**config.mk**
```make
export PLATFORM = sky130hd
export DESIGN_NAME = tape_pulse_audio_encoder_top_flat
export DESIGN_NICKNAME = d
export VERILOG_FILES = /design/src/design/tpae_pkg.sv /design/src/design/tpae_ifs.sv /design/src/design/tpae_cfg_regs.sv /design/src/design/tpae_engine.sv /design/src/design/tape_pulse_audio_encoder_top.sv /design/src/flat_wrapper.sv
export SDC_FILE = /design/constraint.sdc
export NUM_CORES = 1
export LEC_CHECK = 0
export ABC_AREA = 0
export BUFFER_PORTS_ARGS = -buffer_cell sky130_fd_sc_hd__buf_2
export CORE_MARGIN = 3
export CORE_UTILIZATION = 31
export DETAILED_ROUTE_END_ITERATION = 8
export PLACE_DENSITY_LB_ADDON = 0.3
export SLEW_MARGIN = 20
export SYNTH_ARGS = -nofsm -noshare
export SYNTH_HDL_FRONTEND = slang
export SYNTH_SLANG_ARGS = --single-unit
```
**constraint.sdc**
```tcl
create_clock -name clk -period 11.5 [get_ports clk]
set_input_delay 1.15 -clock clk [delete_from_list [all_inputs] [get_ports clk]]
set_output_delay 1.15 -clock clk [all_outputs]
set_load 0.05 [all_outputs]
```
**src/design/tpae_pkg.sv**
```systemverilog
// Package for the tape pulse audio encoder.
// Holds the register indexes, opcodes, mode codes and the structs shared by the modules.
// No dependencies.
`timescale 1ns / 1ps
`default_nettype none

package tpae_pkg;

  localparam int unsigned CFG_IDX_W  = 3;
  localparam int unsigned CFG_DATA_W = 8;

  localparam logic [CFG_IDX_W-1:0] REG_PILOT_HALF  = 3'd0;
  localparam logic [CFG_IDX_W-1:0] REG_SYNC_FIRST  = 3'd1;
  localparam logic [CFG_IDX_W-1:0] REG_SYNC_SECOND = 3'd2;
  localparam logic [CFG_IDX_W-1:0] REG_ZERO_HALF   = 3'd3;
  localparam logic [CFG_IDX_W-1:0] REG_ONE_HALF    = 3'd4;
  localparam logic [CFG_IDX_W-1:0] REG_LOW_SAMPLE  = 3'd5;
  localparam logic [CFG_IDX_W-1:0] REG_HIGH_SAMPLE = 3'd6;

  localparam logic [7:0] RST_PILOT_HALF  = 8'd27;
  localparam logic [7:0] RST_SYNC_FIRST  = 8'd8;
  localparam logic [7:0] RST_SYNC_SECOND = 8'd9;
  localparam logic [7:0] RST_ZERO_HALF   = 8'd11;
  localparam logic [7:0] RST_ONE_HALF    = 8'd22;
  localparam logic [7:0] RST_LOW_SAMPLE  = 8'd127;
  localparam logic [7:0] RST_HIGH_SAMPLE = 8'd254;

  localparam logic [2:0] OP_TICK  = 3'd0;
  localparam logic [2:0] OP_PILOT = 3'd1;
  localparam logic [2:0] OP_SYNC  = 3'd2;
  localparam logic [2:0] OP_DATA  = 3'd3;
  localparam logic [2:0] OP_PAUSE = 3'd4;

  localparam logic [2:0] MODE_IDLE  = 3'd0;
  localparam logic [2:0] MODE_PILOT = 3'd1;
  localparam logic [2:0] MODE_SYNC  = 3'd2;
  localparam logic [2:0] MODE_DATA  = 3'd3;
  localparam logic [2:0] MODE_PAUSE = 3'd4;

  localparam int unsigned SAMPLES_W = 22;

  typedef struct packed {
    logic [7:0] pilot_half_samples;
    logic [7:0] sync_first_samples;
    logic [7:0] sync_second_samples;
    logic [7:0] zero_half_samples;
    logic [7:0] one_half_samples;
    logic [7:0] low_sample;
    logic [7:0] high_sample;
  } tpae_cfg_t;

  typedef struct packed {
    logic [2:0]  opcode;
    logic [15:0] pilot_count;
    logic [7:0]  data_byte;
    logic [15:0] pause_ms;
  } tpae_cmd_t;

  typedef struct packed {
    logic [7:0] sample;
    logic       sample_valid;
    logic       busy_res;
    logic       rejected;
  } tpae_res_t;

endpackage

`default_nettype wire

```
**src/design/tpae_ifs.sv**
```systemverilog
// Valid/ready channel interfaces for the tape pulse audio encoder.
// Command channel in, sample result channel out. No dependencies.
`timescale 1ns / 1ps
`default_nettype none

interface tpae_cmd_if;
  logic        valid;
  logic        ready;
  logic [2:0]  opcode;
  logic [15:0] pilot_count;
  logic [7:0]  data_byte;
  logic [15:0] pause_ms;

  modport source (output valid, output opcode, output pilot_count, output data_byte,
                  output pause_ms, input ready);
  modport sink   (input valid, input opcode, input pilot_count, input data_byte,
                  input pause_ms, output ready);
endinterface

interface tpae_res_if;
  logic       valid;
  logic       ready;
  logic [7:0] sample;
  logic       sample_valid;
  logic       busy_res;
  logic       rejected;

  modport source (output valid, output sample, output sample_valid, output busy_res,
                  output rejected, input ready);
  modport sink   (input valid, input sample, input sample_valid, input busy_res,
                  input rejected, output ready);
endinterface

`default_nettype wire

```
**src/design/tpae_cfg_regs.sv**
```systemverilog
// Configuration register file of the tape pulse audio encoder.
// Seven 8-bit write-only registers; depends on tpae_pkg.
`timescale 1ns / 1ps
`default_nettype none

module tpae_cfg_regs (
  input  wire                              clk,
  input  wire                              rst,
  input  wire                              cfg_we,
  input  wire [tpae_pkg::CFG_IDX_W-1:0]    cfg_index,
  input  wire [tpae_pkg::CFG_DATA_W-1:0]   cfg_data,
  output tpae_pkg::tpae_cfg_t              cfg
);

  always_ff @(posedge clk) begin
    if (rst) begin
      cfg.pilot_half_samples  <= tpae_pkg::RST_PILOT_HALF;
      cfg.sync_first_samples  <= tpae_pkg::RST_SYNC_FIRST;
      cfg.sync_second_samples <= tpae_pkg::RST_SYNC_SECOND;
      cfg.zero_half_samples   <= tpae_pkg::RST_ZERO_HALF;
      cfg.one_half_samples    <= tpae_pkg::RST_ONE_HALF;
      cfg.low_sample          <= tpae_pkg::RST_LOW_SAMPLE;
      cfg.high_sample         <= tpae_pkg::RST_HIGH_SAMPLE;
    end else if (cfg_we) begin
      unique case (cfg_index)
        tpae_pkg::REG_PILOT_HALF:  cfg.pilot_half_samples  <= cfg_data;
        tpae_pkg::REG_SYNC_FIRST:  cfg.sync_first_samples  <= cfg_data;
        tpae_pkg::REG_SYNC_SECOND: cfg.sync_second_samples <= cfg_data;
        tpae_pkg::REG_ZERO_HALF:   cfg.zero_half_samples   <= cfg_data;
        tpae_pkg::REG_ONE_HALF:    cfg.one_half_samples    <= cfg_data;
        tpae_pkg::REG_LOW_SAMPLE:  cfg.low_sample          <= cfg_data;
        tpae_pkg::REG_HIGH_SAMPLE: cfg.high_sample         <= cfg_data;
        default: ;  // index beyond the register list: write dropped
      endcase
    end
  end

endmodule

`default_nettype wire

```
**src/design/tpae_engine.sv**
```systemverilog
// Command/tick engine of the tape pulse audio encoder: mode, level and counters.
// Updates state for one command per step and forms its result; depends on tpae_pkg.
`timescale 1ns / 1ps
`default_nettype none

module tpae_engine (
  input  wire                  clk,
  input  wire                  rst,
  input  wire                  step,
  input  tpae_pkg::tpae_cmd_t  cmd,
  input  tpae_pkg::tpae_cfg_t  cfg,
  output logic                 res_valid,
  output tpae_pkg::tpae_res_t  res
);

  localparam int unsigned SW = tpae_pkg::SAMPLES_W;

  logic          signal_level, signal_level_next;
  logic [2:0]    mode, mode_next;
  logic [15:0]   pulses_left, pulses_left_next;
  logic [SW-1:0] samples_left, samples_left_next;
  logic [7:0]    bit_shift, bit_shift_next;
  logic [3:0]    bit_count, bit_count_next;
  logic          second_pulse, second_pulse_next;

  logic [SW-1:0] sl_dec;
  logic [15:0]   pl_dec;
  logic [3:0]    bc_dec;
  logic [7:0]    shifted;
  logic [31:0]   div_prod;
  logic [SW-1:0] pause_n;
  logic [SW-1:0] ms_ext;

  function automatic logic [SW-1:0] width_of(input logic [7:0] w);
    return (w == 8'd0) ? SW'(1) : {{(SW-8){1'b0}}, w};
  endfunction

  function automatic logic [SW-1:0] bit_width(input logic [7:0] shift_val,
                                              input tpae_pkg::tpae_cfg_t c);
    return shift_val[7] ? width_of(c.one_half_samples) : width_of(c.zero_half_samples);
  endfunction

  // ms*441/10 = ms*44 + ms/10; ms/10 by reciprocal, exact over 16 bits
  assign ms_ext   = {{(SW-16){1'b0}}, cmd.pause_ms};
  assign div_prod = 32'(cmd.pause_ms) * 32'd52429;
  assign pause_n  = (ms_ext << 5) + (ms_ext << 3) + (ms_ext << 2)
                  + {{(SW-13){1'b0}}, div_prod[31:19]};

  assign sl_dec  = samples_left - SW'(1);
  assign pl_dec  = pulses_left - 16'd1;
  assign bc_dec  = bit_count - 4'd1;
  assign shifted = {bit_shift[6:0], 1'b0};

  always_comb begin
    signal_level_next = signal_level;
    mode_next         = mode;
    pulses_left_next  = pulses_left;
    samples_left_next = samples_left;
    bit_shift_next    = bit_shift;
    bit_count_next    = bit_count;
    second_pulse_next = second_pulse;
    res_valid         = 1'b0;
    res               = '0;

    if (cmd.opcode == tpae_pkg::OP_TICK) begin
      res_valid = 1'b1;
      if (mode != tpae_pkg::MODE_IDLE) begin
        res.sample_valid = 1'b1;
        if (mode == tpae_pkg::MODE_PAUSE || !signal_level) res.sample = cfg.low_sample;
        else res.sample = cfg.high_sample;
        samples_left_next = sl_dec;
        if (sl_dec == '0) begin
          if (mode == tpae_pkg::MODE_PAUSE) begin
            mode_next = tpae_pkg::MODE_IDLE;
          end else begin
            // end of a pulse: level flips, then the next pulse or the end
            signal_level_next = ~signal_level;
            unique case (mode)
              tpae_pkg::MODE_PILOT: begin
                pulses_left_next = pl_dec;
                if (pl_dec == 16'd0) mode_next = tpae_pkg::MODE_IDLE;
                else samples_left_next = width_of(cfg.pilot_half_samples);
              end
              tpae_pkg::MODE_SYNC: begin
                if (!second_pulse) begin
                  second_pulse_next = 1'b1;
                  samples_left_next = width_of(cfg.sync_second_samples);
                end else begin
                  second_pulse_next = 1'b0;
                  mode_next = tpae_pkg::MODE_IDLE;
                end
              end
              tpae_pkg::MODE_DATA: begin
                if (!second_pulse) begin
                  second_pulse_next = 1'b1;
                  samples_left_next = bit_width(bit_shift, cfg);
                end else begin
                  second_pulse_next = 1'b0;
                  bit_shift_next    = shifted;
                  bit_count_next    = bc_dec;
                  if (bc_dec == 4'd0) mode_next = tpae_pkg::MODE_IDLE;
                  else samples_left_next = bit_width(shifted, cfg);
                end
              end
              default: mode_next = tpae_pkg::MODE_IDLE;
            endcase
          end
        end
        res.busy_res = (mode_next != tpae_pkg::MODE_IDLE);
      end
    end else if (cmd.opcode == tpae_pkg::OP_PILOT || cmd.opcode == tpae_pkg::OP_SYNC ||
                 cmd.opcode == tpae_pkg::OP_DATA || cmd.opcode == tpae_pkg::OP_PAUSE) begin
      if (mode != tpae_pkg::MODE_IDLE) begin
        res_valid    = 1'b1;
        res.rejected = 1'b1;
        res.busy_res = 1'b1;
      end else begin
        second_pulse_next = 1'b0;
        unique case (cmd.opcode)
          tpae_pkg::OP_PILOT: begin
            if (cmd.pilot_count != 16'd0) begin
              pulses_left_next  = cmd.pilot_count;
              samples_left_next = width_of(cfg.pilot_half_samples);
              mode_next         = tpae_pkg::MODE_PILOT;
            end
          end
          tpae_pkg::OP_SYNC: begin
            samples_left_next = width_of(cfg.sync_first_samples);
            mode_next         = tpae_pkg::MODE_SYNC;
          end
          tpae_pkg::OP_DATA: begin
            bit_shift_next    = cmd.data_byte;
            bit_count_next    = 4'd8;
            samples_left_next = bit_width(cmd.data_byte, cfg);
            mode_next         = tpae_pkg::MODE_DATA;
          end
          default: begin
            if (pause_n != '0) begin
              samples_left_next = pause_n;
              mode_next         = tpae_pkg::MODE_PAUSE;
            end
          end
        endcase
      end
    end
  end

  always_ff @(posedge clk) begin
    if (rst) begin
      signal_level <= 1'b0;
      mode         <= tpae_pkg::MODE_IDLE;
      pulses_left  <= '0;
      samples_left <= '0;
      bit_shift    <= '0;
      bit_count    <= '0;
      second_pulse <= 1'b0;
    end else if (step) begin
      signal_level <= signal_level_next;
      mode         <= mode_next;
      pulses_left  <= pulses_left_next;
      samples_left <= samples_left_next;
      bit_shift    <= bit_shift_next;
      bit_count    <= bit_count_next;
      second_pulse <= second_pulse_next;
    end
  end

endmodule

`default_nettype wire

```
**src/design/tape_pulse_audio_encoder_top.sv**
```systemverilog
// Top level of the tape pulse audio encoder: input register, engine, result register.
// Depends on tpae_pkg, tpae_ifs, tpae_cfg_regs and tpae_engine.
//
// Usage:
//  - cmd carries one transaction per command or tick: opcode 0 is a tick, 1 pilot,
//    2 sync, 3 data byte, 4 pause. Opcodes 5 to 7 are dropped silently.
//  - res returns at most one transaction per cmd transaction: every tick yields
//    one, a command yields one only when it is rejected because the block is busy.
//  - A cmd transaction is registered in the input register when accepted; its result
//    is loaded into the result register when the engine steps and then shows on res.
//  - Throughput: one cmd transaction per cycle while res takes results; the engine
//    forms its result combinationally between the input and result registers.
//  - When res stalls, the result register holds and the input register fills;
//    cmd.ready then drops until res takes its transaction.
//  - Configuration: cfg_we/cfg_index/cfg_data write the seven 8-bit registers;
//    the user must do so only while no transaction is in flight (not enforced).
//  - Reset (rst, synchronous): registers go to their defaults, level low, mode idle,
//    both pipeline registers empty.
`timescale 1ns / 1ps
`default_nettype none

module tape_pulse_audio_encoder_top (
  input  wire                            clk,
  input  wire                            rst,
  tpae_cmd_if.sink                       cmd,
  tpae_res_if.source                     res,
  input  wire                            cfg_we,
  input  wire [tpae_pkg::CFG_IDX_W-1:0]  cfg_index,
  input  wire [tpae_pkg::CFG_DATA_W-1:0] cfg_data
);

  tpae_pkg::tpae_cfg_t cfg;
  tpae_pkg::tpae_cmd_t in_reg;
  tpae_pkg::tpae_res_t eng_res;
  tpae_pkg::tpae_res_t out_reg;
  logic                in_valid;
  logic                out_valid;
  logic                eng_res_valid;
  logic                advance;

  assign advance   = in_valid && (!out_valid || res.ready);
  assign cmd.ready = !in_valid || advance;

  tpae_cfg_regs u_cfg (
    .clk       (clk),
    .rst       (rst),
    .cfg_we    (cfg_we),
    .cfg_index (cfg_index),
    .cfg_data  (cfg_data),
    .cfg       (cfg)
  );

  tpae_engine u_engine (
    .clk       (clk),
    .rst       (rst),
    .step      (advance),
    .cmd       (in_reg),
    .cfg       (cfg),
    .res_valid (eng_res_valid),
    .res       (eng_res)
  );

  always_ff @(posedge clk) begin
    if (rst) begin
      in_valid <= 1'b0;
    end else if (cmd.ready) begin
      in_valid <= cmd.valid;
    end
  end

  always_ff @(posedge clk) begin
    if (cmd.valid && cmd.ready) begin
      in_reg.opcode      <= cmd.opcode;
      in_reg.pilot_count <= cmd.pilot_count;
      in_reg.data_byte   <= cmd.data_byte;
      in_reg.pause_ms    <= cmd.pause_ms;
    end
  end

  always_ff @(posedge clk) begin
    if (rst) begin
      out_valid <= 1'b0;
    end else if (advance) begin
      out_valid <= eng_res_valid;
    end else if (res.ready) begin
      out_valid <= 1'b0;
    end
  end

  always_ff @(posedge clk) begin
    if (advance && eng_res_valid) begin
      out_reg <= eng_res;
    end
  end

  assign res.valid        = out_valid;
  assign res.sample       = out_reg.sample;
  assign res.sample_valid = out_reg.sample_valid;
  assign res.busy_res     = out_reg.busy_res;
  assign res.rejected     = out_reg.rejected;

`ifndef SYNTHESIS
  // a held item is never lost while the result side stalls
  a_in_hold: assert property (@(posedge clk) disable iff (rst)
    (in_valid && !advance) |=> in_valid)
    else $error("input register dropped an item");

  // a rejected command never carries a sample and always reports busy
  a_reject_fields: assert property (@(posedge clk) disable iff (rst)
    (out_valid && out_reg.rejected) |-> (!out_reg.sample_valid && out_reg.busy_res))
    else $error("rejected result with bad fields");

  // a new result only appears after an item left the input register
  a_res_source: assert property (@(posedge clk) disable iff (rst)
    $rose(out_valid) |-> $past(advance))
    else $error("result appeared without an engine step");

  // back-pressure on cmd only when both registers are full
  a_ready_low: assert property (@(posedge clk) disable iff (rst)
    !cmd.ready |-> (in_valid && out_valid && !res.ready))
    else $error("cmd stalled without a full pipeline");
`endif

endmodule

`default_nettype wire

```
**src/flat_wrapper.sv**
```systemverilog
// flat-port wrapper written by rule: the top's interface ports become plain ports
module tape_pulse_audio_encoder_top_flat 
  (clk, rst, cfg_we, cfg_index, cfg_data, cmd_valid, cmd_opcode, cmd_pilot_count, cmd_data_byte, cmd_pause_ms, cmd_ready, res_valid, res_sample, res_sample_valid, res_busy_res, res_rejected, res_ready);
  tpae_cmd_if cmd_i ();
  tpae_res_if res_i ();
  input  wire clk;
  input  wire rst;
  input  wire cfg_we;
  input  wire [tpae_pkg::CFG_IDX_W-1:0] cfg_index;
  input  wire [tpae_pkg::CFG_DATA_W-1:0] cfg_data;
  input wire logic [$bits(cmd_i.valid)-1:0] cmd_valid;
  input wire logic [$bits(cmd_i.opcode)-1:0] cmd_opcode;
  input wire logic [$bits(cmd_i.pilot_count)-1:0] cmd_pilot_count;
  input wire logic [$bits(cmd_i.data_byte)-1:0] cmd_data_byte;
  input wire logic [$bits(cmd_i.pause_ms)-1:0] cmd_pause_ms;
  output wire logic [$bits(cmd_i.ready)-1:0] cmd_ready;
  output wire logic [$bits(res_i.valid)-1:0] res_valid;
  output wire logic [$bits(res_i.sample)-1:0] res_sample;
  output wire logic [$bits(res_i.sample_valid)-1:0] res_sample_valid;
  output wire logic [$bits(res_i.busy_res)-1:0] res_busy_res;
  output wire logic [$bits(res_i.rejected)-1:0] res_rejected;
  input wire logic [$bits(res_i.ready)-1:0] res_ready;
  assign cmd_i.valid = cmd_valid;
  assign cmd_i.opcode = cmd_opcode;
  assign cmd_i.pilot_count = cmd_pilot_count;
  assign cmd_i.data_byte = cmd_data_byte;
  assign cmd_i.pause_ms = cmd_pause_ms;
  assign cmd_ready = cmd_i.ready;
  assign res_valid = res_i.valid;
  assign res_sample = res_i.sample;
  assign res_sample_valid = res_i.sample_valid;
  assign res_busy_res = res_i.busy_res;
  assign res_rejected = res_i.rejected;
  assign res_i.ready = res_ready;
  tape_pulse_audio_encoder_top u_core (.clk(clk), .rst(rst), .cmd(cmd_i), .res(res_i), .cfg_we(cfg_we), .cfg_index(cfg_index), .cfg_data(cfg_data));
endmodule
```
### Word-level counts from Yosys, hierarchy flattened

Index checks and enable logic that the tools add are counted.

* register bits: 167
* bits in latches: 0
* memory bits (writable): 0
* ROM bits: 0
* input port bits: 59
* output and inout port bits: 13
* word-level logic and storage cells: 187
* memories kept: 0

* add/sub/neg operators: 6
* multipliers: 1
* divide/modulo/power cells: 0
* magnitude comparators: 0
* equality and inequality tests: 23
* shift-type cells: 0
* muxes and demuxes: 83
* bitwise logic cells: 3
* reduce and logical (&&, ||, !) cells: 47

Operator list (count)
* 22-bit two-way mux: 14
* 16-bit two-way mux: 9
* 22-bit one-hot mux with 3 select lines: 2
* 8-bit two-way mux: 16
* 3-bit two-way mux: 14
* 8-bit logical NOT: 5
* 4-bit two-way mux: 9
* 16-bit by 16-bit multiplier with 32-bit output (second input constant): 1
* 21-bit by 19-bit adder with 22-bit output: 1
* 22-bit by 13-bit adder with 22-bit output: 1
* 22-bit by 18-bit adder with 22-bit output: 1
* 22-bit logical NOT: 1
* 22-bit nonzero test: 1
* 22-bit by 1-bit subtractor with 22-bit output (second input constant): 1
* 3-bit by 2-bit == test with 1-bit output (second input constant): 6
* 3-bit one-hot mux with 3 select lines: 2
* 9-bit AND reduction: 2
* 16-bit logical NOT: 1
* 2-bit AND reduction: 8
* 16-bit nonzero test: 1
* 16-bit by 1-bit subtractor with 16-bit output (second input constant): 1
* 3-bit == test (second input constant): 5
* 1-bit two-way mux: 14
* 2-bit nonzero test: 5
* 18 further kinds: 42

### Longest topological paths before layout

* depth in word-level cells: 12
* depth in mapped cells: 38
* gate-level depth less buffers: 36

### By module

From an unflattened synthesis, not the netlist that was laid out.

* cells, all modules: 1618
* area, all modules: 15031.9 sq um

Modules (own cells, without submodules)
* tpae_engine: instances 1, cells each 1345, area each 11103.1 sq um, sequential area each 1101.1 sq um
* tpae_cfg_regs: instances 1, cells each 208, area each 2204.6 sq um, sequential area each 1121.1 sq um
* tape_pulse_audio_encoder_top: instances 1, cells each 65, area each 1724.2 sq um, sequential area each 1661.6 sq um

### Worst setup path before layout

Ideal clock, no wire load.

* path kind: reg-to-reg
* from: register u_core.in_reg[11] (netlist bit)
* to: register u_core.u_engine.mode[0]
* arrival time: 9015 ps
* data required time: 11430 ps
* path slack: 2414 ps
* stages on the path, launching flop included: 37
* path buffers: 2
* period minus slack after synthesis: 9086 ps
* path through: edfxtp_1 ha_1 ha_1 inv_1 fa_1 inv_1 fa_1 fa_1 inv_1 fa_1 inv_1 ha_1 nand4_1 a2111oi_0 a32oi_1 o211ai_1 and3_1 o31a_1 o21a_1 nor2_1 xnor2_1 fa_1 inv_1 fa_1 inv_1 ha_1 or3_1 a21oi_1 a2111oi_2 o2111ai_1 or3b_1 or3_1 o21ai_1 buf_2 buf_2 nand2_1 a21oi_1

* word-level cells in the longest chain between the ends: 6

RTL lines
* start, declared: line tape_pulse_audio_encoder_top.sv:33 `tpae_pkg::tpae_cmd_t in_reg;`
* 21-bit by 19-bit adder with 22-bit output: line tpae_engine.sv:46 `assign pause_n = (ms_ext << 5) + (ms_ext << 3) + (ms_ext << 2)`
* 22-bit by 18-bit adder with 22-bit output: line tpae_engine.sv:46
* 22-bit by 13-bit adder with 22-bit output (*): line tpae_engine.sv:47 `+ {{(SW-13){1'b0}}, div_prod[31:19]};`
* 22-bit nonzero test (*): line tpae_engine.sv:138 `if (pause_n != '0) begin`
* 5-bit nonzero test (no line) (*)
* 6-bit AND reduction (no line) (*)
* end signal, assigned: line tpae_engine.sv:151 `mode <= tpae_pkg::MODE_IDLE;`
* end signal, assigned: line tpae_engine.sv:159 `mode <= mode_next;`
* end, declared: line tpae_engine.sv:19 `logic [2:0] mode, mode_next;`

Every way passes the cells marked *; elsewhere a longest branch is shown, timed or not.
A chain may end at the register's enable or synchronous reset.

### Worst setup path after layout

Ends and elaborated chain as after synthesis.

==> flow_metrics.env <==
export IMPL_status="finished clean"
export IMPL_worstMarginPinSlew_ns=0.964
export IMPL_finalCriticalPeriod_ns=10.50
export IMPL_synthAdderAreaFrac_pct=28.0
export IMPL_synth_top_family_by_area="adder cells"
export IMPL_drt_initial_drc_count=776
export IMPL_required_ns=11.81
export IMPL_crit_path_end_kind="flop"
export IMPL_synth_simple_gate_area_share_pct=18.0
export IMPL_synth_top_area_share_pct=15.3
export IMPL_yosys_top_cells_count="222 x inv_1, 187 x nand2_1, 163 x ha_1, 126 x nor2_1, 113 x dfxtp_1"
export IMPL_yosys_top_cells_area="dfxtp_1 15%, fa_1 14%, ha_1 14%"
export IMPL_yosys_area_top_type="dfxtp_1"
export IMPL_wirelength_um=40800
export IMPL_hold_viol=0
export IMPL_hold_buffers=0
export IMPL_synth_mux_area_share_pct=2.29
export IMPL_grtUsageTotal_pct=16.5
export IMPL_peakVddDrop_mv=0.340
export IMPL_path_clk_slew_ns=0.07
export IMPL_clk_latency_ns=0.47
export IMPL_final_nets=2051
export IMPL_area_growth_pct=10.0
export IMPL_setup_tns_ns=0
export IMPL_grt_pass1_vias=12400
export IMPL_ys_ff_latch=167
export IMPL_dr_total_vias=12200
export IMPL_cp_endpoint="u_core.u_engine.mode[0]$_SDFFE_PP0P_"
export IMPL_detail_route_wl_per_cell_um=17.4
export IMPL_r2r_start="u_core.in_reg[11]$_DFFE_PP_"
export IMPL_drc=0
export IMPL_synth_edff_count=54
export IMPL_slowest_delay_ns=0.61
export IMPL_cp_slowest_cell="edfxtp_1"
export IMPL_fin_crit_sh_pct=91.3
export IMPL_die_h_um=224
export IMPL_cts_max_level=4
export IMPL_cts_sinks=167
export IMPL_ant_nets=0
export IMPL_rsz0062_at_grt="no"
export IMPL_ys_seq_area_share_pct=26.3
export IMPL_place_area_um2=15700
export IMPL_synth_cells=1689
export IMPL_fin_skew_ns=0.0200
export IMPL_leakage_nw=7.10
export IMPL_largest_reg_flops=56
export IMPL_cts_resized=0
export IMPL_drive_gt1_share_pct=8.06
export IMPL_cts_buffer_depth=2
export IMPL_syn_area_um2=14800
export IMPL_io_buffers=71
export IMPL_startpoint_type="flop"
export IMPL_cts_setup_buffers=0
export IMPL_fin_cells=2345
export IMPL_slew_headroom_pct=35.2
export IMPL_cp_max_fo=20
export IMPL_stdcell_area_um2=16300
export IMPL_power_density_nw_per_um2=312
export IMPL_setup_violations=0
export IMPL_first_pass_iters=7
export IMPL_syn_nets=2015
export IMPL_drv_cap=0
export IMPL_grt_overflow=0
export IMPL_cp_startpoint="u_core.in_reg[11]$_DFFE_PP_"
export IMPL_r2r_setup_slack_ns=1.0
export IMPL_setup_ws_ns=0.998
export IMPL_ios=72
export IMPL_cts_root_buf="clkbuf_16"
export IMPL_rows=79
export IMPL_cts_tree="yes"
export IMPL_synth_async_reset_ratio_pct=0
export IMPL_worstPathArrival_ns=10.81
export IMPL_ys_types=79
export IMPL_synth_xor_area_share_pct=2.37
export IMPL_synth_avg_cell_area_um2=8.75
export IMPL_place_hpwl_um=31800
export IMPL_gp_congestion=0.903
export IMPL_r2r_cells=35
export IMPL_core_area_um2=46900
export IMPL_grt_max_degree=80
export IMPL_start_util_pct=31.5
export IMPL_worstSetupPathType="flop to flop"
export IMPL_synth_compound_area_share_pct=15.6
export IMPL_diodes=0
export IMPL_max_freq_ghz=0.0952
export IMPL_grt_pass1_wl_um=66000
export IMPL_numPlacedInstances=2313
export IMPL_drv_slew=0
export IMPL_holdCritPathClass="flop to flop"
export IMPL_die_x_um=224
export IMPL_synth_warnings=0
export IMPL_vias_per_cell=5.21
export IMPL_r2r_end="u_core.u_engine.mode[0]$_SDFFE_PP0P_"
export IMPL_die_area_um2=50300
export IMPL_post_place_ws_ns=1.08
export IMPL_cts_buffers=17
export IMPL_synth_top_flop_cell="dfxtp_1"
export IMPL_synth_most_common_cell="inv_1"
export IMPL_grt_antenna_before_repair=0
[worst min path at each step]
stage / from / end / slack, ns / cells after the start
after floorplan: u_core.u_cfg.cfg[0]$_SDFFE_PP0P_ / u_core.u_cfg.cfg[0]$_SDFFE_PP0P_ / 0.44 / 2
after global placement: u_core.u_cfg.cfg[15]$_SDFFE_PP0P_ / u_core.u_cfg.cfg[15]$_SDFFE_PP0P_ / 0.44 / 2
after detailed placement: u_core.u_cfg.cfg[10]$_SDFFE_PP1P_ / u_core.u_cfg.cfg[10]$_SDFFE_PP1P_ / 0.46 / 2
after CTS: u_core.u_cfg.cfg[15]$_SDFFE_PP0P_ / u_core.u_cfg.cfg[15]$_SDFFE_PP0P_ / 0.47 / 2
after global routing: u_core.u_cfg.cfg[15]$_SDFFE_PP0P_ / u_core.u_cfg.cfg[15]$_SDFFE_PP0P_ / 0.50 / 2
final: u_core.u_cfg.cfg[15]$_SDFFE_PP0P_ / u_core.u_cfg.cfg[15]$_SDFFE_PP0P_ / 0.46 / 2
[logic make-up (layout without fill, tap and decap cells)]
family	count (synthesis)	count (layout)
AOI/OAI and AO/OA	349	349
xor gates and xnor gates	40	40
adders and majority gates	268	268
buffers and inverters	285	334
DFF	167	167
muxes	33	33
and+or+nand+nor	547	547
[worst max-delay path, delay by kind of cell (launching register included)]
kind            cells  cell delay (ns)
compound gates     12             3.43
xor+xnor            2             0.35
fa+ha+maj          10             4.43
buf+inv             7             0.65
flops               1             0.61
simple gates        4             0.86
[cell usage in the layout (no fill, tap or decap), types with 11 or more instances in the layout]
master	synthesis	final
a211oi_1	21	21
a21o_1	17	17
a21oi_1	109	109
a31oi_1	16	16
and3_1	11	11
buf_2	6	71
clkbuf_16	0	18
dfxtp_1	113	113
edfxtp_1	54	54
fa_1	104	104
ha_1	163	163
inv_1	222	222
mux2i_1	27	27
nand2_1	187	186
nand2b_1	14	14
nand3_1	50	50
nand4_1	13	13
nor2_1	126	125
nor2b_1	13	13
nor3_1	37	37
nor4_1	33	33
o211ai_1	17	17
o21a_1	11	11
o21ai_0	52	52
or3_1	12	12
xnor2_1	29	29
xor2_1	11	11
[report_power, final]
part / internal, mW / total [mW] / switching [mW]
Clock: 0.299 / 0.562 / 0.262
Combinational: 1.51 / 3.82 / 2.30
Sequential: 0.640 / 0.695 / 0.0549
[per-layer routing]
metal / up-vias / part of all wire, % / global-route usage, %
met2: 309 / 49 / 27.9
met3: 64 / 4.3 / 2.28
li1: 5989 / - / -
met4: 0 / 2.6 / 5.84
met5: - / 0 / 0
met1: 5853 / 45 / 21.5
[cell type report]
class | count | area, µm²
clock buffers | 22 | 475
clock inverters | 10 | 83.8
fillers | 4837 | 30600
inverters | 223 | 837
multi-input cells | 1237 | 9800
flip-flops and latches | 167 | 3880
well taps | 607 | 759
repair buffers | 79 | 415
[per-stage QoR]
step	total power [mW]	hold slack, ns	utilization [%]
after global routing	5.61	0.496	34.7
final	5.07	0.464	34.7
after global placement	4.45	0.445	33.5
after floorplan	3.49	0.436	-
after CTS	5.09	0.467	34.7
after detailed placement	4.49	0.456	33.5
Note: power is estimated with default switching activity, not from simulation.
